## config.mk

```make
export PLATFORM = sky130hd
export DESIGN_NAME = key_chord_remapper
export DESIGN_NICKNAME = d
export VERILOG_FILES = /design/src/rtl/kcr_pkg.sv /design/src/rtl/key_chord_remapper.sv /design/src/rtl/kcr_cell.sv
export SDC_FILE = /design/constraint.sdc
export NUM_CORES = 2
export LEC_CHECK = 0
export ABC_AREA = 1
export ABC_CLOCK_PERIOD_IN_PS = 93100
export BUFFER_PORTS_ARGS = -buffer_cell sky130_fd_sc_hd__buf_2
export CAP_MARGIN = 20
export CORE_AREA = 2 2 646 648
export CTS_CLUSTER_SIZE = 28
export DETAILED_ROUTE_END_ITERATION = 7
export DIE_AREA = 0 0 648 650
export PLACE_DENSITY_LB_ADDON = 0.05
export SKIP_CTS_REPAIR_TIMING = 1
export SYNTH_ARGS = -nofsm -noshare
export SYNTH_HDL_FRONTEND = slang
export SYNTH_HIERARCHICAL = 1
export SYNTH_SLANG_ARGS = --single-unit
```

## constraint.sdc

```tcl
create_clock -name clk_i -period 93.1 [get_ports clk_i]
set_clock_uncertainty 0.15 [all_clocks]
set_input_delay 4.655 -clock clk_i [delete_from_list [all_inputs] [get_ports clk_i]]
set_output_delay 4.655 -clock clk_i [all_outputs]
set_load 0.01 [all_outputs]
```

## src/rtl/kcr_pkg.sv

```systemverilog
`timescale 1ns / 1ps
// ----------------------------------------------------------------------------
// kcr_pkg
// Types, sizes and the identity function shared by the chord remapper.
// ----------------------------------------------------------------------------
package kcr_pkg;

  localparam int RULE_SLOTS    = 32;
  localparam int HELD_SLOTS    = 16;
  localparam int KEY_CODE_BITS = 10;

  localparam int CP_BITS    = 21;
  localparam int MOD_BITS   = 16;
  localparam int TCP_BITS   = 7;
  localparam int IDENT_BITS = 22;
  localparam int CFG_BITS   = (MOD_BITS > KEY_CODE_BITS) ? MOD_BITS : KEY_CODE_BITS;

  localparam int RULE_IW = (RULE_SLOTS > 1) ? $clog2(RULE_SLOTS) : 1;
  localparam int HELD_IW = (HELD_SLOTS > 1) ? $clog2(HELD_SLOTS) : 1;
  localparam int CNT_W   = (RULE_IW > HELD_IW) ? RULE_IW : HELD_IW;

  localparam logic [IDENT_BITS-1:0] NAMED_BASE = IDENT_BITS'(22'h200000);
  localparam logic [CP_BITS-1:0]    CP_MAX_ASCII = CP_BITS'(8'h7e);
  localparam logic [CP_BITS-1:0]    CP_UPPER_A   = CP_BITS'(8'h41);
  localparam logic [CP_BITS-1:0]    CP_UPPER_Z   = CP_BITS'(8'h5a);
  localparam logic [CP_BITS-1:0]    CP_LOWER_A   = CP_BITS'(8'h61);

  localparam logic [1:0] FUNC_EVENT = 2'd0;
  localparam logic [1:0] FUNC_LOAD  = 2'd1;
  localparam logic [1:0] FUNC_CLEAR = 2'd2;

  localparam logic [1:0] ACT_PRESS   = 2'd0;
  localparam logic [1:0] ACT_RELEASE = 2'd2;

  localparam logic [1:0] ST_OK         = 2'd0;
  localparam logic [1:0] ST_RULE_FULL  = 2'd1;
  localparam logic [1:0] ST_HELD_FULL  = 2'd2;
  localparam logic [1:0] ST_NO_IDENT   = 2'd3;

  localparam logic [1:0] CFG_LOCK_MASK = 2'd0;
  localparam logic [1:0] CFG_PRINT_KEY = 2'd1;
  localparam logic [1:0] CFG_UNK_KEY   = 2'd2;

  typedef struct packed {
    logic [1:0]               func;
    logic [1:0]               action;
    logic [KEY_CODE_BITS-1:0] key_code;
    logic [MOD_BITS-1:0]      modifiers;
    logic [CP_BITS-1:0]       base_codepoint;
    logic [CP_BITS-1:0]       layout_codepoint;
    logic [CP_BITS-1:0]       shifted_codepoint;
    logic                     target_drop;
    logic [KEY_CODE_BITS-1:0] target_key;
    logic [TCP_BITS-1:0]      target_codepoint;
    logic [MOD_BITS-1:0]      target_modifiers;
  } in_word_t;

  typedef struct packed {
    logic [1:0]               status;
    logic                     keep_event;
    logic [KEY_CODE_BITS-1:0] out_key_code;
    logic [MOD_BITS-1:0]      out_modifiers;
    logic [CP_BITS-1:0]       out_layout_codepoint;
    logic [CP_BITS-1:0]       out_shifted_codepoint;
    logic [CP_BITS-1:0]       out_base_codepoint;
  } out_word_t;

  typedef struct packed {
    logic                     drop;
    logic [KEY_CODE_BITS-1:0] key;
    logic [TCP_BITS-1:0]      cp;
    logic [MOD_BITS-1:0]      mods;
  } tgt_t;

  // one table slot; held slots leave mods at zero
  typedef struct packed {
    logic                  valid;
    logic [MOD_BITS-1:0]   mods;
    logic [IDENT_BITS-1:0] ident;
    tgt_t                  tgt;
  } entry_t;

  function automatic logic [IDENT_BITS-1:0] identity_of(
    input logic [KEY_CODE_BITS-1:0] key,
    input logic [CP_BITS-1:0]       base_cp,
    input logic [CP_BITS-1:0]       lay_cp,
    input logic [KEY_CODE_BITS-1:0] print_key,
    input logic [KEY_CODE_BITS-1:0] unk_key
  );
    logic [CP_BITS-1:0]    b;
    logic [IDENT_BITS-1:0] id;
    b = (base_cp != '0) ? base_cp : lay_cp;
    if (key != print_key && key != unk_key) begin
      id = NAMED_BASE | IDENT_BITS'(key);
    end else if (b == '0 || b > CP_MAX_ASCII) begin
      id = '0;
    end else if (b >= CP_UPPER_A && b <= CP_UPPER_Z) begin
      id = IDENT_BITS'(b - CP_UPPER_A + CP_LOWER_A);
    end else begin
      id = IDENT_BITS'(b);
    end
    return id;
  endfunction

endpackage

```

## src/rtl/key_chord_remapper.sv

```systemverilog
`timescale 1ns / 1ps
// ----------------------------------------------------------------------------
// key_chord_remapper
// Chord remapper: rule and held tables are rings of cells scanned at a head.
// ----------------------------------------------------------------------------
// channel | dir | handshake             | payload
// in      | in  | in_valid_i/in_ready_o   | in_data_i   (kcr_pkg::in_word_t)
// out     | out | out_valid_o/out_ready_i | out_data_o  (kcr_pkg::out_word_t)
// cfg     | in  | cfg_valid_i/cfg_ready_o | cfg_index_i, cfg_data_i
//
// One word at a time. Each table rotates one slot per cycle past the head
// compare: a press scans the held ring, the rule ring and, on a rule hit, the held
// ring again; repeat/release scans the held ring; a rule load scans the rule ring,
// then again to write unless the table is full; clear and others do no scan.
// Reset empties both tables at once. A waiting result does not block the
// next word; a new result waits only if the output register is still full.
// ----------------------------------------------------------------------------
module key_chord_remapper (
  input  logic                          clk_i,
  input  logic                          rst_ni,
  input  logic                          in_valid_i,
  output logic                          in_ready_o,
  input  kcr_pkg::in_word_t             in_data_i,
  output logic                          out_valid_o,
  input  logic                          out_ready_i,
  output kcr_pkg::out_word_t            out_data_o,
  input  logic                          cfg_valid_i,
  output logic                          cfg_ready_o,
  input  logic [1:0]                    cfg_index_i,
  input  logic [kcr_pkg::CFG_BITS-1:0]  cfg_data_i
);

  typedef enum logic [7:0] {
    S_IDLE   = 8'b0000_0001,
    S_HCLR   = 8'b0000_0010,
    S_RULE   = 8'b0000_0100,
    S_HSTO   = 8'b0000_1000,
    S_HLOOK  = 8'b0001_0000,
    S_RFIND  = 8'b0010_0000,
    S_RWRITE = 8'b0100_0000,
    S_DONE   = 8'b1000_0000
  } state_e;

  state_e state_q, state_d;

  logic [kcr_pkg::MOD_BITS-1:0]      lock_q;
  logic [kcr_pkg::KEY_CODE_BITS-1:0] pkey_q, ukey_q;

  kcr_pkg::in_word_t                 item_q;
  logic [kcr_pkg::IDENT_BITS-1:0]    ident_q;
  logic [kcr_pkg::MOD_BITS-1:0]      mm_q;
  logic [kcr_pkg::CNT_W-1:0]         cnt_q, cnt_d;
  logic                              hit_q, hit_d;
  kcr_pkg::tgt_t                     tgt_q, tgt_d;
  logic                              stored_q, stored_d;
  logic                              mfound_q, mfound_d, ffound_q, ffound_d;
  logic [kcr_pkg::RULE_IW-1:0]       mslot_q, mslot_d, fslot_q, fslot_d;
  logic [kcr_pkg::RULE_IW-1:0]       slot_q, slot_d;
  logic [1:0]                        status_q, status_d;

  logic                              out_valid_q;
  kcr_pkg::out_word_t                out_q, res;

  kcr_pkg::entry_t rule_e [kcr_pkg::RULE_SLOTS];
  kcr_pkg::entry_t held_e [kcr_pkg::HELD_SLOTS];
  kcr_pkg::entry_t rule_ring, held_ring, rh, hh;
  logic            rule_shift, held_shift, clear_all;

  logic                           in_acc;
  logic [kcr_pkg::IDENT_BITS-1:0] in_ident;
  logic                           last_rule, last_held, rule_here, held_here;

  assign in_ready_o  = (state_q == S_IDLE);
  assign in_acc      = in_valid_i && in_ready_o;
  assign cfg_ready_o = 1'b1;
  assign out_valid_o = out_valid_q;
  assign out_data_o  = out_q;

  assign in_ident = kcr_pkg::identity_of(in_data_i.key_code, in_data_i.base_codepoint,
                                         in_data_i.layout_codepoint, pkey_q, ukey_q);
  assign clear_all = in_acc && (in_data_i.func == kcr_pkg::FUNC_CLEAR);

  assign rh = rule_e[0];
  assign hh = held_e[0];
  assign last_rule = (cnt_q == kcr_pkg::CNT_W'(kcr_pkg::RULE_SLOTS - 1));
  assign last_held = (cnt_q == kcr_pkg::CNT_W'(kcr_pkg::HELD_SLOTS - 1));
  assign rule_here = rh.valid && (rh.ident == ident_q);
  assign held_here = hh.valid && (hh.ident == ident_q);

  assign rule_shift = (state_q == S_RULE) || (state_q == S_RFIND) || (state_q == S_RWRITE);
  assign held_shift = (state_q == S_HCLR) || (state_q == S_HSTO) || (state_q == S_HLOOK);

  for (genvar i = 0; i < kcr_pkg::RULE_SLOTS; i++) begin : g_rule
    kcr_pkg::entry_t nxt;
    if (i == kcr_pkg::RULE_SLOTS - 1) begin : g_end
      assign nxt = rule_ring;
    end else begin : g_mid
      assign nxt = rule_e[i+1];
    end
    kcr_cell u_cell (
      .clk_i  (clk_i),
      .rst_ni (rst_ni),
      .shift_i(rule_shift),
      .clear_i(clear_all),
      .entry_i(nxt),
      .entry_o(rule_e[i])
    );
  end

  for (genvar i = 0; i < kcr_pkg::HELD_SLOTS; i++) begin : g_held
    kcr_pkg::entry_t nxt;
    if (i == kcr_pkg::HELD_SLOTS - 1) begin : g_end
      assign nxt = held_ring;
    end else begin : g_mid
      assign nxt = held_e[i+1];
    end
    kcr_cell u_cell (
      .clk_i  (clk_i),
      .rst_ni (rst_ni),
      .shift_i(held_shift),
      .clear_i(clear_all),
      .entry_i(nxt),
      .entry_o(held_e[i])
    );
  end

  // head processing and sequencing
  always_comb begin
    state_d   = state_q;
    cnt_d     = cnt_q;
    hit_d     = hit_q;
    tgt_d     = tgt_q;
    stored_d  = stored_q;
    mfound_d  = mfound_q;
    ffound_d  = ffound_q;
    mslot_d   = mslot_q;
    fslot_d   = fslot_q;
    slot_d    = slot_q;
    status_d  = status_q;
    rule_ring = rh;
    held_ring = hh;
    unique case (state_q)
      S_IDLE: begin
        if (in_acc) begin
          cnt_d    = '0;
          hit_d    = 1'b0;
          stored_d = 1'b0;
          mfound_d = 1'b0;
          ffound_d = 1'b0;
          status_d = kcr_pkg::ST_OK;
          state_d  = S_DONE;
          if (in_data_i.func == kcr_pkg::FUNC_EVENT) begin
            if (in_ident != '0) begin
              state_d = (in_data_i.action == kcr_pkg::ACT_PRESS) ? S_HCLR : S_HLOOK;
            end
          end else if (in_data_i.func == kcr_pkg::FUNC_LOAD) begin
            if (in_ident == '0) begin
              status_d = kcr_pkg::ST_NO_IDENT;
            end else begin
              state_d = S_RFIND;
            end
          end
        end
      end
      S_HCLR: begin
        if (held_here) begin
          held_ring.valid = 1'b0;
        end
        cnt_d = cnt_q + 1'b1;
        if (last_held) begin
          cnt_d   = '0;
          state_d = S_RULE;
        end
      end
      S_RULE: begin
        if (!hit_q && rule_here && rh.mods == mm_q) begin
          hit_d = 1'b1;
          tgt_d = rh.tgt;
        end
        cnt_d = cnt_q + 1'b1;
        if (last_rule) begin
          cnt_d   = '0;
          state_d = hit_d ? S_HSTO : S_DONE;
        end
      end
      S_HSTO: begin
        if (!stored_q && !hh.valid) begin
          held_ring.valid = 1'b1;
          held_ring.mods  = '0;
          held_ring.ident = ident_q;
          held_ring.tgt   = tgt_q;
          stored_d        = 1'b1;
        end
        cnt_d = cnt_q + 1'b1;
        if (last_held) begin
          cnt_d    = '0;
          status_d = stored_d ? kcr_pkg::ST_OK : kcr_pkg::ST_HELD_FULL;
          state_d  = S_DONE;
        end
      end
      S_HLOOK: begin
        if (!hit_q && held_here) begin
          hit_d = 1'b1;
          tgt_d = hh.tgt;
          if (item_q.action == kcr_pkg::ACT_RELEASE) begin
            held_ring.valid = 1'b0;
          end
        end
        cnt_d = cnt_q + 1'b1;
        if (last_held) begin
          cnt_d   = '0;
          state_d = S_DONE;
        end
      end
      S_RFIND: begin
        if (!mfound_q && rule_here && rh.mods == item_q.modifiers) begin
          mfound_d = 1'b1;
          mslot_d  = cnt_q[kcr_pkg::RULE_IW-1:0];
        end
        if (!ffound_q && !rh.valid) begin
          ffound_d = 1'b1;
          fslot_d  = cnt_q[kcr_pkg::RULE_IW-1:0];
        end
        cnt_d = cnt_q + 1'b1;
        if (last_rule) begin
          cnt_d  = '0;
          slot_d = mfound_d ? mslot_d : fslot_d;
          if (mfound_d || ffound_d) begin
            state_d = S_RWRITE;
          end else begin
            status_d = kcr_pkg::ST_RULE_FULL;
            state_d  = S_DONE;
          end
        end
      end
      S_RWRITE: begin
        if (cnt_q[kcr_pkg::RULE_IW-1:0] == slot_q) begin
          rule_ring.valid    = 1'b1;
          rule_ring.mods     = item_q.modifiers;
          rule_ring.ident    = ident_q;
          rule_ring.tgt.drop = item_q.target_drop;
          rule_ring.tgt.key  = item_q.target_key;
          rule_ring.tgt.cp   = item_q.target_codepoint;
          rule_ring.tgt.mods = item_q.target_modifiers;
        end
        cnt_d = cnt_q + 1'b1;
        if (last_rule) begin
          cnt_d   = '0;
          state_d = S_DONE;
        end
      end
      S_DONE: begin
        if (!out_valid_q || out_ready_i) begin
          state_d = S_IDLE;
        end
      end
      default: state_d = S_IDLE;
    endcase
  end

  // result word
  always_comb begin
    res        = '0;
    res.status = status_q;
    if (item_q.func == kcr_pkg::FUNC_EVENT) begin
      res.keep_event            = 1'b1;
      res.out_key_code          = item_q.key_code;
      res.out_modifiers         = item_q.modifiers;
      res.out_layout_codepoint  = item_q.layout_codepoint;
      res.out_shifted_codepoint = item_q.shifted_codepoint;
      res.out_base_codepoint    = item_q.base_codepoint;
      if (hit_q) begin
        if (tgt_q.drop) begin
          res.keep_event = 1'b0;
        end else begin
          res.out_key_code          = tgt_q.key;
          res.out_modifiers         = tgt_q.mods | (item_q.modifiers & lock_q);
          res.out_layout_codepoint  = kcr_pkg::CP_BITS'(tgt_q.cp);
          res.out_shifted_codepoint = '0;
          res.out_base_codepoint    = kcr_pkg::CP_BITS'(tgt_q.cp);
        end
      end
    end
  end

  always_ff @(posedge clk_i or negedge rst_ni) begin
    if (!rst_ni) begin
      state_q     <= S_IDLE;
      cnt_q       <= '0;
      hit_q       <= 1'b0;
      stored_q    <= 1'b0;
      mfound_q    <= 1'b0;
      ffound_q    <= 1'b0;
      status_q    <= kcr_pkg::ST_OK;
      out_valid_q <= 1'b0;
      lock_q      <= '0;
      pkey_q      <= kcr_pkg::KEY_CODE_BITS'(1);
      ukey_q      <= '0;
    end else begin
      state_q  <= state_d;
      cnt_q    <= cnt_d;
      hit_q    <= hit_d;
      stored_q <= stored_d;
      mfound_q <= mfound_d;
      ffound_q <= ffound_d;
      status_q <= status_d;
      if (state_q == S_DONE && state_d == S_IDLE) begin
        out_valid_q <= 1'b1;
      end else if (out_ready_i) begin
        out_valid_q <= 1'b0;
      end
      if (cfg_valid_i) begin
        unique case (cfg_index_i)
          kcr_pkg::CFG_LOCK_MASK: lock_q <= cfg_data_i[kcr_pkg::MOD_BITS-1:0];
          kcr_pkg::CFG_PRINT_KEY: pkey_q <= cfg_data_i[kcr_pkg::KEY_CODE_BITS-1:0];
          kcr_pkg::CFG_UNK_KEY:   ukey_q <= cfg_data_i[kcr_pkg::KEY_CODE_BITS-1:0];
          default: ;
        endcase
      end
    end
  end

  always_ff @(posedge clk_i) begin
    tgt_q   <= tgt_d;
    mslot_q <= mslot_d;
    fslot_q <= fslot_d;
    slot_q  <= slot_d;
    if (in_acc) begin
      item_q  <= in_data_i;
      ident_q <= in_ident;
      mm_q    <= in_data_i.modifiers & ~lock_q;
    end
    if (state_q == S_DONE && state_d == S_IDLE) begin
      out_q <= res;
    end
  end

endmodule

```

## src/rtl/kcr_cell.sv

```systemverilog
`timescale 1ns / 1ps
// ----------------------------------------------------------------------------
// kcr_cell
// One table slot in a rotating ring; takes its neighbor's entry on shift.
// ----------------------------------------------------------------------------
module kcr_cell (
  input  logic            clk_i,
  input  logic            rst_ni,
  input  logic            shift_i,
  input  logic            clear_i,
  input  kcr_pkg::entry_t entry_i,
  output kcr_pkg::entry_t entry_o
);

  logic            valid_q;
  kcr_pkg::entry_t data_q;

  always_ff @(posedge clk_i or negedge rst_ni) begin
    if (!rst_ni) begin
      valid_q <= 1'b0;
    end else if (clear_i) begin
      valid_q <= 1'b0;
    end else if (shift_i) begin
      valid_q <= entry_i.valid;
    end
  end

  always_ff @(posedge clk_i) begin
    if (shift_i) begin
      data_q <= entry_i;
    end
  end

  always_comb begin
    entry_o       = data_q;
    entry_o.valid = valid_q;
  end

endmodule

```

==> run metrics <==
GP Congestion between 0.7 and 0.8; GRT Total Usage between 10% and 20%; Vias/cell around 4; Crit Path Max Fanout between 150 and 200; RSZ-0062 raised after global routing no; H-tree depth 5; Final min period ~7.6 ns; crit-path cells nor2_1 -> inv_1 -> nor2_1 -> inv_1 -> nor4_1 -> nor2_1 -> inv_1 -> nor2_1 -> inv_8 -> buf_12 -> buf_4 -> buf_4 -> buf_4 -> buf_4; Ys Warns 6; DP HPWL roughly 130 mm; router iterations before antenna repair 6; TritonCTS clock tree yes; Starting DRT DRC Count between 3000 and 4000; hold path startpoint g_held[10].u_cell/entry_o[47]; area of the multi-input gates roughly 6700 sq um; row cnt ~240; pwr dens 25.9 nW/um^2; CP endpoint kind flop; Core ar. about 410000 sq um; TritonCTS Buffers roughly 400; status completed; total grt overflow 0; period utilization roughly 8%; f_max about 130 MHz; Hold Path Depth 0; Via Count roughly 47000; largest net degree at the start of global routing approximately 190; Slew @ Worst Pin roughly 1.1 ns; initial antenna violation count 45; Routed WL per cell 19.4 microns; Final Setup Violations 0; worst min path class flop to flop; worst r2r dst g_rule[6].u_cell/entry_o[71]; depth of the worst register-to-register path 14; Final nets about 6100; Syn Area/Cell 22.0 sq um; Die ar. around 420000 sq um; FF-to-FF Start state_q[2]; Syn-to-layout area delta 18.3%; r2r setup slk about 85 ns; setup TNS 0 ns; Setup WS post-layout roughly 85 ns; flip-flop and latch area 108000 sq um; commonest cells after routing, fill and taps aside edfxtp_1 (3506), nand2_1 (485), clkbuf_16 (407), inv_1 (243), buf_2 (242); CTS clk-pin slew, worst paths ~0.06 ns; Critical Path Max Stage Delay slightly above 0.9 ns; Fillers roughly 39000; Max-slew headroom around a quarter; clk_lat worst skew 0.94 ns; aggregate routed wire length approximately 230 mm; Peak VDD IR 0.0000150 V; Starting Density about 28%; Final Instance Area approximately 140000 sq um; Worst path slowest cell buf_4; cells after synthesis ~5300; placed inst area between 100000 and 150000 sq um; Tot Pwr between 3 and 4 mW; MaxCap Viol Count 0; clock tree buffer depth 4; hold worst-path end g_held[9].u_cell/entry_o[47]; proportion of layout cells with a drive suffix above 1 about 16%; port bufs between 200 and 250; clk sinks approximately 3600; first-pass GRT wire length between 300 and 400 mm; CTS Root Cell clkbuf_16; CP arrival 8.01 ns; Chip Height approximately 650 microns; synthesized cell area about 120000 sq um; WP data required approximately 93 ns; vias in the first global route between 40000 and 50000; critical path class flop to flop; Hold Fails Final Rpt 0; dpl ws about 85 ns; most common cell after layout, fill and taps aside edfxtp_1; IO Count 245; CP startpoint kind flop; leakage around 36 nW; DRC viols 0; die width roughly 650 microns; Antenna Nets Post-Route 0; max-slew violations 0
==> layer usage <==
metal,global-route usage [%],wire length [microns]
met5,0,154
met3,2.41,11200
met4,3.73,7530
met1,14.8,107000
met2,16.1,102000
==> sequential cells by signal, indices dropped and copies added (netlist names), 22 cells and up <==
signal	count
item_q	127
out_data_o	92
g_held.u_cell/entry_o	896
g_rule.u_cell/valid_q	32
g_rule.u_cell/entry_o	2304
ident_q	22
tgt_q	34
==> how the worst max path moves through the flow <==
| stage | end | start | slack [ns] | depth (start not counted) |
|---|---|---|---|---|
| global placement | state_q[1] | in_data_i[78] | 84.78 | 21 |
| global route | g_rule[6].u_cell/entry_o[71] | state_q[2] | 84.74 | 14 |
| finish | g_rule[6].u_cell/entry_o[71] | state_q[2] | 85.47 | 14 |
| floorplan | state_q[6] | state_q[2] | 42.91 | 11 |
| detailed placement | state_q[4] | in_data_i[78] | 84.70 | 22 |
| CTS | g_rule[6].u_cell/entry_o[71] | state_q[2] | 85.31 | 14 |
==> cell type report <==
class                      count  area share, %
sequential                  3610           78.6
clock inverter               225           1.63
antenna                       16         0.0292
clock buffer                 527           7.84
tap                         5497           5.01
inverter                     253          0.702
timing repair buffer         317           1.37
multi-input combinational   1309           4.86
==> critical path, delay by kind of cell (launching register included) <==
family | cells | cell delay (ns)
AND/OR/NAND/NOR | 5 | 1.23
flip-flops | 1 | 0.41
buffers and inverters | 9 | 5.04
==> power by group <==
group | switching (mW) | internal (mW) | total [mW]
clock | 0.650 | 0.909 | 1.56
sequential | 0.0171 | 1.84 | 1.86
combinational | 0.113 | 0.0249 | 0.138
total | 0.780 | 2.77 | 3.55
==> through the flow <==
step | utilization (%) | hold WS [ns] | std cells
2_1_floorplan | - | 0.250 | 5285
3_3_place_gp | 29.9 | 0.250 | 11000
3_5_place_dp | 29.9 | 0.255 | 11000
4_1_cts | 33.1 | 0.228 | 11700
5_1_grt | 33.1 | 0.237 | 11700
6_report | 33.1 | 0.244 | 11800
Note: power is estimated with default switching activity, not from simulation.
